`src/hdl/dbq_pkg.sv`:
```
// ----------------------------------------------------------------------------
// dbq_pkg
// Shared types and constants for the multi-input debounce qualifier.
// ----------------------------------------------------------------------------
package dbq_pkg;

  localparam int unsigned NUM_CH      = 7;
  localparam int unsigned ASSERT_W    = 6;
  localparam int unsigned RELEASE_W   = 5;
  localparam int unsigned CFG_INDEX_W = 8;

  localparam int unsigned DEF_SAMPLE_DIVIDE    = 3;
  localparam int unsigned DEF_TICKS_PER_SECOND = 10;

  // Channel order: button, door, undervolt, meter, ignition, antenna, power cut
  localparam int unsigned CH_BUTTON    = 0;
  localparam int unsigned CH_DOOR      = 1;
  localparam int unsigned CH_UNDERVOLT = 2;
  localparam int unsigned CH_METER     = 3;
  localparam int unsigned CH_IGNITION  = 4;
  localparam int unsigned CH_ANTENNA   = 5;
  localparam int unsigned CH_POWER_CUT = 6;

  localparam int unsigned ASSERT_THR  [NUM_CH] = '{5, 6, 40, 15, 6, 18, 18};
  localparam int unsigned RELEASE_THR [NUM_CH] = '{2, 2, 3, 3, 2, 18, 18};

  typedef enum logic [CFG_INDEX_W-1:0] {
    CFG_DOOR_ACTIVE_HIGH       = 8'd0,
    CFG_METER_ACTIVE_LEVEL     = 8'd1,
    CFG_METER_ENABLE           = 8'd2,
    CFG_EXTENDED_INPUTS_ENABLE = 8'd3
  } cfg_index_t;

  typedef struct packed {
    logic sample;
    logic pulse;
  } dbq_timing_t;

  typedef struct packed {
    logic changed;
    logic active;
    logic level;
  } dbq_ch_status_t;

endpackage

```
`src/hdl/dbq_timer.sv`:
```
// ----------------------------------------------------------------------------
// dbq_timer
// Tick phase counter: flags sample ticks and the one-second pulse.
// ----------------------------------------------------------------------------
module dbq_timer #(
  parameter int unsigned SAMPLE_DIVIDE    = dbq_pkg::DEF_SAMPLE_DIVIDE,
  parameter int unsigned TICKS_PER_SECOND = dbq_pkg::DEF_TICKS_PER_SECOND
) (
  input  logic                 clk,
  input  logic                 rst,
  input  logic                 step,
  output dbq_pkg::dbq_timing_t timing
);
  import dbq_pkg::*;

  localparam int unsigned PHASE_W = $clog2(TICKS_PER_SECOND + 1);
  localparam int unsigned SUB_W   = $clog2(SAMPLE_DIVIDE + 1);

  logic [PHASE_W-1:0] phase;
  logic [PHASE_W-1:0] phase_inc;
  logic [PHASE_W-1:0] phase_next;
  logic [SUB_W-1:0]   sub;
  logic [SUB_W-1:0]   sub_inc;
  logic [SUB_W-1:0]   sub_next;

  // sub tracks phase modulo SAMPLE_DIVIDE; it restarts with the phase
  always_comb begin
    phase_inc     = phase + PHASE_W'(1);
    sub_inc       = sub + SUB_W'(1);
    timing.sample = (sub_inc == SUB_W'(SAMPLE_DIVIDE));
    timing.pulse  = (phase_inc >= PHASE_W'(TICKS_PER_SECOND));
    phase_next    = timing.pulse ? '0 : phase_inc;
    if (timing.pulse || timing.sample) begin
      sub_next = '0;
    end else begin
      sub_next = sub_inc;
    end
  end

  always_ff @(posedge clk) begin
    if (rst) begin
      phase <= '0;
      sub   <= '0;
    end else if (step) begin
      phase <= phase_next;
      sub   <= sub_next;
    end
  end

endmodule

```
`src/hdl/dbq_channel.sv`:
```
// ----------------------------------------------------------------------------
// dbq_channel
// One debounce channel: assert/release counters with asymmetric thresholds.
// ----------------------------------------------------------------------------
module dbq_channel #(
  parameter int unsigned ASSERT_LIMIT  = 5,
  parameter int unsigned RELEASE_LIMIT = 2
) (
  input  logic                    clk,
  input  logic                    rst,
  input  logic                    step,
  input  logic                    sample_en,
  input  logic                    pin,
  input  logic                    active_level,
  output dbq_pkg::dbq_ch_status_t status
);
  import dbq_pkg::*;

  logic [ASSERT_W-1:0]  assert_count;
  logic [ASSERT_W-1:0]  assert_count_next;
  logic [ASSERT_W-1:0]  assert_inc;
  logic [RELEASE_W-1:0] release_count;
  logic [RELEASE_W-1:0] release_count_next;
  logic [RELEASE_W-1:0] release_inc;
  logic                 active;
  logic                 active_next;
  logic                 hit;

  always_comb begin
    assert_inc         = assert_count + ASSERT_W'(1);
    release_inc        = release_count + RELEASE_W'(1);
    hit                = (pin == active_level);
    assert_count_next  = assert_count;
    release_count_next = release_count;
    active_next        = active;
    status.changed     = 1'b0;
    if (sample_en) begin
      if (hit) begin
        release_count_next = '0;
        if (!active) begin
          if (assert_inc >= ASSERT_W'(ASSERT_LIMIT)) begin
            assert_count_next = '0;
            active_next       = 1'b1;
            status.changed    = 1'b1;
          end else begin
            assert_count_next = assert_inc;
          end
        end
      end else begin
        assert_count_next = '0;
        if (active) begin
          if (release_inc >= RELEASE_W'(RELEASE_LIMIT)) begin
            release_count_next = '0;
            active_next        = 1'b0;
            status.changed     = 1'b1;
          end else begin
            release_count_next = release_inc;
          end
        end
      end
    end
    status.active = active_next;
    status.level  = status.changed & pin;
  end

  always_ff @(posedge clk) begin
    if (rst) begin
      assert_count  <= '0;
      release_count <= '0;
      active        <= 1'b0;
    end else if (step) begin
      assert_count  <= assert_count_next;
      release_count <= release_count_next;
      active        <= active_next;
    end
  end

endmodule

```
`src/hdl/multi_input_debounce_qualifier.sv`:
```
// ----------------------------------------------------------------------------
// multi_input_debounce_qualifier
// Seven-channel pin debouncer with asymmetric assert/release hysteresis.
//
//   channel  signals                                    direction
//   -------  -----------------------------------------  ---------
//   in       in_valid/in_ready, seven *_pin levels      input
//   out      out_valid/out_ready, sample_tick, masks,   output
//            second_pulse
//   cfg      cfg_valid/cfg_ready, cfg_index, cfg_data   input
//
// Each tick beat is latched in an input register, evaluated by one pass of
// shallow counter logic, and then lands in the result register; one beat
// per cycle is sustained while out_ready stays high.
// A stalled result register holds the input register; in_ready drops only
// when both are full. Reset (rst, synchronous) clears phase, counters, flags,
// valids and the config registers to their defaults. cfg_ready is always high.
// ----------------------------------------------------------------------------
module multi_input_debounce_qualifier #(
  parameter int unsigned SAMPLE_DIVIDE    = dbq_pkg::DEF_SAMPLE_DIVIDE,
  parameter int unsigned TICKS_PER_SECOND = dbq_pkg::DEF_TICKS_PER_SECOND
) (
  input  logic                            clk,
  input  logic                            rst,
  // tick input
  input  logic                            in_valid,
  output logic                            in_ready,
  input  logic                            button_pin,
  input  logic                            door_pin,
  input  logic                            undervolt_pin,
  input  logic                            meter_pin,
  input  logic                            ignition_pin,
  input  logic                            antenna_pin,
  input  logic                            power_cut_pin,
  // result output
  output logic                            out_valid,
  input  logic                            out_ready,
  output logic                            sample_tick,
  output logic [dbq_pkg::NUM_CH-1:0]      changed_mask,
  output logic [dbq_pkg::NUM_CH-1:0]      active_mask,
  output logic [dbq_pkg::NUM_CH-1:0]      level_mask,
  output logic                            second_pulse,
  // configuration writes
  input  logic                            cfg_valid,
  output logic                            cfg_ready,
  input  logic [dbq_pkg::CFG_INDEX_W-1:0] cfg_index,
  input  logic                            cfg_data
);
  import dbq_pkg::*;

  // configuration registers
  logic door_active_high;
  logic meter_active_level;
  logic meter_enable;
  logic extended_inputs_enable;

  // input register
  logic              pins_valid;
  logic [NUM_CH-1:0] pins;

  // pipeline control
  logic advance;
  logic step;

  logic [NUM_CH-1:0] act_lvl;
  logic [NUM_CH-1:0] ch_en;
  dbq_timing_t       timing;
  dbq_ch_status_t    ch_status [NUM_CH];
  logic [NUM_CH-1:0] changed_vec;
  logic [NUM_CH-1:0] active_vec;
  logic [NUM_CH-1:0] level_vec;

  assign cfg_ready = 1'b1;

  // The result register can take a beat when empty or being drained.
  assign advance  = !out_valid || out_ready;
  assign step     = pins_valid && advance;
  assign in_ready = !pins_valid || advance;

  // Write the addressed config bit; drop writes beyond the register list.
  always_ff @(posedge clk) begin
    if (rst) begin
      door_active_high       <= 1'b1;
      meter_active_level     <= 1'b0;
      meter_enable           <= 1'b1;
      extended_inputs_enable <= 1'b1;
    end else if (cfg_valid && cfg_ready) begin
      unique case (cfg_index)
        CFG_DOOR_ACTIVE_HIGH:       door_active_high       <= cfg_data;
        CFG_METER_ACTIVE_LEVEL:     meter_active_level     <= cfg_data;
        CFG_METER_ENABLE:           meter_enable           <= cfg_data;
        CFG_EXTENDED_INPUTS_ENABLE: extended_inputs_enable <= cfg_data;
        default: ;
      endcase
    end
  end

  // Input register: hold while the result side stalls.
  always_ff @(posedge clk) begin
    if (rst) begin
      pins_valid <= 1'b0;
    end else if (in_ready) begin
      pins_valid <= in_valid;
    end
  end

  always_ff @(posedge clk) begin
    if (in_valid && in_ready) begin
      pins[CH_BUTTON]    <= button_pin;
      pins[CH_DOOR]      <= door_pin;
      pins[CH_UNDERVOLT] <= undervolt_pin;
      pins[CH_METER]     <= meter_pin;
      pins[CH_IGNITION]  <= ignition_pin;
      pins[CH_ANTENNA]   <= antenna_pin;
      pins[CH_POWER_CUT] <= power_cut_pin;
    end
  end

  // Per-channel active level and enable; most pins are active low.
  always_comb begin
    act_lvl               = '0;
    act_lvl[CH_DOOR]      = door_active_high;
    act_lvl[CH_METER]     = meter_active_level;
    act_lvl[CH_ANTENNA]   = 1'b1;
    ch_en                 = '1;
    ch_en[CH_METER]       = meter_enable;
    ch_en[CH_ANTENNA]     = extended_inputs_enable;
    ch_en[CH_POWER_CUT]   = extended_inputs_enable;
  end

  dbq_timer #(
    .SAMPLE_DIVIDE    (SAMPLE_DIVIDE),
    .TICKS_PER_SECOND (TICKS_PER_SECOND)
  ) u_timer (
    .clk    (clk),
    .rst    (rst),
    .step   (step),
    .timing (timing)
  );

  // Disabled channels see no sample: counts and flag freeze, no change shown.
  for (genvar i = 0; i < NUM_CH; i++) begin : g_ch
    dbq_channel #(
      .ASSERT_LIMIT  (ASSERT_THR[i]),
      .RELEASE_LIMIT (RELEASE_THR[i])
    ) u_channel (
      .clk          (clk),
      .rst          (rst),
      .step         (step),
      .sample_en    (timing.sample && ch_en[i]),
      .pin          (pins[i]),
      .active_level (act_lvl[i]),
      .status       (ch_status[i])
    );
    assign changed_vec[i] = ch_status[i].changed;
    assign active_vec[i]  = ch_status[i].active;
    assign level_vec[i]   = ch_status[i].level;
  end

  // Result register: advance when empty or taken, hold otherwise.
  always_ff @(posedge clk) begin
    if (rst) begin
      out_valid <= 1'b0;
    end else if (advance) begin
      out_valid <= pins_valid;
    end
  end

  always_ff @(posedge clk) begin
    if (step) begin
      sample_tick  <= timing.sample;
      changed_mask <= changed_vec;
      active_mask  <= active_vec;
      level_mask   <= level_vec;
      second_pulse <= timing.pulse;
    end
  end

endmodule

```
`config.mk`:
```
export PLATFORM = sky130hd
export DESIGN_NAME = multi_input_debounce_qualifier
export DESIGN_NICKNAME = d
export VERILOG_FILES = /design/src/hdl/dbq_pkg.sv /design/src/hdl/dbq_timer.sv /design/src/hdl/dbq_channel.sv /design/src/hdl/multi_input_debounce_qualifier.sv
export SDC_FILE = /design/constraint.sdc
export NUM_CORES = 1
export LEC_CHECK = 0
export ABC_AREA = 1
export BUFFER_PORTS_ARGS = -buffer_cell sky130_fd_sc_hd__buf_4
export CORE_MARGIN = 4
export CORE_UTILIZATION = 35
export CTS_CLUSTER_DIAMETER = 80
export DETAILED_ROUTE_END_ITERATION = 7
export GPL_ROUTABILITY_DRIVEN = 0
export GPL_TIMING_DRIVEN = 0
export RECOVER_POWER = 25
export SLEW_MARGIN = 25
export SYNTH_ARGS = -nofsm -noshare
export SYNTH_HDL_FRONTEND = slang
export SYNTH_HIERARCHICAL = 1
export SYNTH_SLANG_ARGS = --single-unit
export TNS_END_PERCENT = 30
```
`constraint.sdc`:
```
create_clock -name clk -period 3.4 [get_ports clk]
set_input_delay 0.17 -clock clk [delete_from_list [all_inputs] [get_ports clk]]
set_output_delay 0.17 -clock clk [all_outputs]
set_load 0.03 [all_outputs]
```
==> out/qor.csv <==
metric,value,unit
outcome,"complete, no violations",
start_util,0.361,
clk_pin_slew,0.06,ns
clk_latency,0.41,ns
hold_start,out_ready,
skew,0.00862,ns
grt-ovfl-total,0,
fin_crit,2.38,ns
worst_r2r_path_depth,9,
utilization,0.427,
dp_cells,1302,
first_iter_violations,356,
synth_cells,986,
worst_pin_slew,0.849,ns
clock-sinks,126,
worstReg2RegStart,u_timer/sub[0]$_SDFFE_PP0P_,
grt_pass1_vias,5476,
cts_buffers,17,
r2r-end,active_mask[5]$_DFFE_PP_,
htree_levels,4,
grt_usage,0.129,
synth_edf_count,30,
core,0.0197,mm^2
cts_buffer_depth,2,
post_cts_resized,0,
yosysUniqueCellTypes,35,
cts_tree,done,
hold_class,in -> reg,
setup_viol,0,
area_growth,18.3,%
design.die.area,0.0227,mm^2
synth_area,0.00712,mm^2
grt_max_degree,24,
fin_cells,1341,
routed_wl,13900,um
die_y,151,um
ys_seq_area_frac,0.396,
final-hold-violation-count,0,
nets,1115,
rrSetupSlack,1.02,ns
ios,47,
fmax,421,MHz
ys_ff_latch,126,
leakage,4.01,nW
worstHoldEndpoint,out_valid$_SDFFE_PP0P_,
antenna_found_initial,0,
wl_per_cell,10.3,um
drtPass1Iterations,4,
synthArstFlopShare,0,
num_antenna_cells,0,
finalMaxSlewViolations,0,
endpoint_kind,flop,
arrival,2.54,ns
grt_pass1_wl,24000,um
post-route-drc-count,0,
cts_root_buffer,clkbuf_16,
fin_crit_sh,0.699,
crit_required,3.56,ns
critical_path.startpoint_type,flop,
rsz0062_at_grt,no,
synth_warnings,6,
peakVddDrop,0.000363,V
path_max_fanout,19,
place_ws,0.993,ns
crit_type,reg -> reg,
drv_cap,0,
fin_ws,1.02,ns
chipWidth,151,um
hold_depth,4,
portBuffers,45,
regArea,0.00282,mm^2
row_count,51,
syn_avg_cell_area,7.22,um^2
via_per_inst,4.47,
hpwl,10000,um
drive_gt1_frac,0.153,
multi_input_area,0.00352,mm^2
vias,5996,
p_per_area,431,mW/mm^2
max_slew_margin,0.434,
ys.flop_type,dfxtp_1,
num-fill-cells,2029,
ant_nets,0,
-- layer usage --
layer / up-vias / track usage / routed length [um]
met4: 0 / 0.0494 / 170
met5: - / 0 / 0
met2: 76 / 0.203 / 6300
li1: 3248 / - / -
met1: 2662 / 0.173 / 6880
met3: 10 / 0.0298 / 519
-- cell usage in the layout, fill, tap and decap left out, drive strengths merged --
master | netlist | layout
nand2 | 282 | 282
inv | 185 | 187
nand3 | 106 | 106
dfxtp | 96 | 96
nor2 | 89 | 89
a21oi | 63 | 63
clkbuf | 6 | 59
ha | 31 | 31
edfxtp | 30 | 30
nor3 | 24 | 24
buf | 9 | 24
nand4 | 18 | 18
o21ai | 17 | 17
dlygate4sd3 | 0 | 7
conb | 2 | 6
or2 | 6 | 6
clkinv | 0 | 5
xnor2 | 5 | 5
xor2 | 5 | 5
nand3b | 5 | 5
bufinv | 0 | 3
and2 | 3 | 3
o21bai | 2 | 2
a22oi | 2 | 2
clkinvlp | 0 | 1
-- per-stage QoR --
step / TNS, ns / cell area [um^2] / hold slack [ns] / power (mW)
finish: 0 / 8420 / 0.0349 / 3.63
global route: 0 / 8420 / 0.0393 / 3.78
CTS: 0 / 8540 / 0.0161 / 3.71
detailed placement: 0 / 7860 / 0.349 / 1.83
global placement: -118.98 / 7800 / 0.349 / 1.82
floorplan: 0 / 7130 / 0.239 / 1.74
-- timing repair --
action / CTS / global route
setup buffers: 0 / 0
endpoints found under the hold margin: 7 / 0
hold buffers: 7 / 0
-- cell usage after synthesis (4+ instances only) --
cell type,number,share of area
nand2_1,244,0.13
inv_1,172,0.091
dfxtp_1,96,0.27
nand3_1,93,0.065
nor2_1,67,0.035
a21oi_1,61,0.043
nand2_2,36,0.032
ha_1,31,0.054
edfxtp_1,30,0.13
nor3_1,24,0.017
nand4_1,18,0.016
nor2_2,16,0.014
inv_2,13,0.0069
nand3_2,13,0.018
o21ai_0,9,0.0063
buf_4,8,0.0084
o21ai_1,7,0.0049
clkbuf_1,6,0.0032
nor2_4,6,0.0095
or2_2,5,0.0044
xnor2_2,4,0.0091
xor2_2,4,0.0091
-- worst max-delay path, cell delays in order (launching register included) --
cell and delay [ns]:
dfxtp_1 0.29, inv_1 0.09, ha_1 0.73, nand2_1 0.20
inv_1 0.25, nand2_1 0.07, nand3b_2 0.22, nand2_2 0.09
nand2_1 0.06, buf_4 0.12
-- power by group --
part / switching (mW) / internal (mW) / total [mW]
Sequential: 0.0166 / 1.56 / 1.58
Clock: 0.640 / 1.21 / 1.85
Combinational: 0.139 / 0.0718 / 0.211
Total: 0.795 / 2.84 / 3.63
-- area by class of cell --
type                            instances  area share
Inverter                              185      0.0824
Tap cell                              265      0.0394
Clock inverter                         11      0.0163
Multi-Input combinational cell        664       0.418
Timing Repair Buffer                   54      0.0428
Sequential cell                       126       0.335
Clock buffer                           21      0.0559
Buffer                                 15      0.0102
-- how the worst max path moves through the flow --
stage	startpoint	to	slack [ns]
detailed placement	u_timer/sub[0]$_SDFFE_PP0P_	active_mask[5]$_DFFE_PP_	0.99
finish	u_timer/sub[0]$_SDFFE_PP0P_	active_mask[5]$_DFFE_PP_	1.02
CTS	u_timer/sub[0]$_SDFFE_PP0P_	active_mask[5]$_DFFE_PP_	0.97
floorplan	out_valid$_SDFFE_PP0P_	g_ch[2].u_channel/assert_count[3]$_SDFFE_PP0P_	0.15
global placement	pins_valid$_SDFFE_PP0P_	u_timer/sub[0]$_SDFFE_PP0P_	-1.51
global route	u_timer/sub[0]$_SDFFE_PP0P_	g_ch[6].u_channel/release_count[3]$_SDFFE_PP0P_	0.75
-- cell families (layout without fill, tap and decap cells) --
logic type | count (synthesis) | after routing | share of synthesized area
xor+xnor | 10 | 10 | 0.0234
simple gates | 533 | 533 | 0.353
flops | 126 | 126 | 0.396
compound gates | 84 | 84 | 0.0620
other cells | 2 | 6 | 0.00105
fa+ha+maj | 31 | 31 | 0.0545
buf+inv | 200 | 286 | 0.110
-- sequential cells by signal, indices dropped and copies added, names as in the netlist, 2 cells and up --
signal and cells:
g_ch.u_channel/release_count 35, active_mask 7, u_timer/sub 2, pins 7, g_ch.u_channel/assert_count 42, u_timer/phase 4
level_mask 7, g_ch.u_channel/active 7, changed_mask 7
No activity file was read; power rests on OpenSTA's default activity.
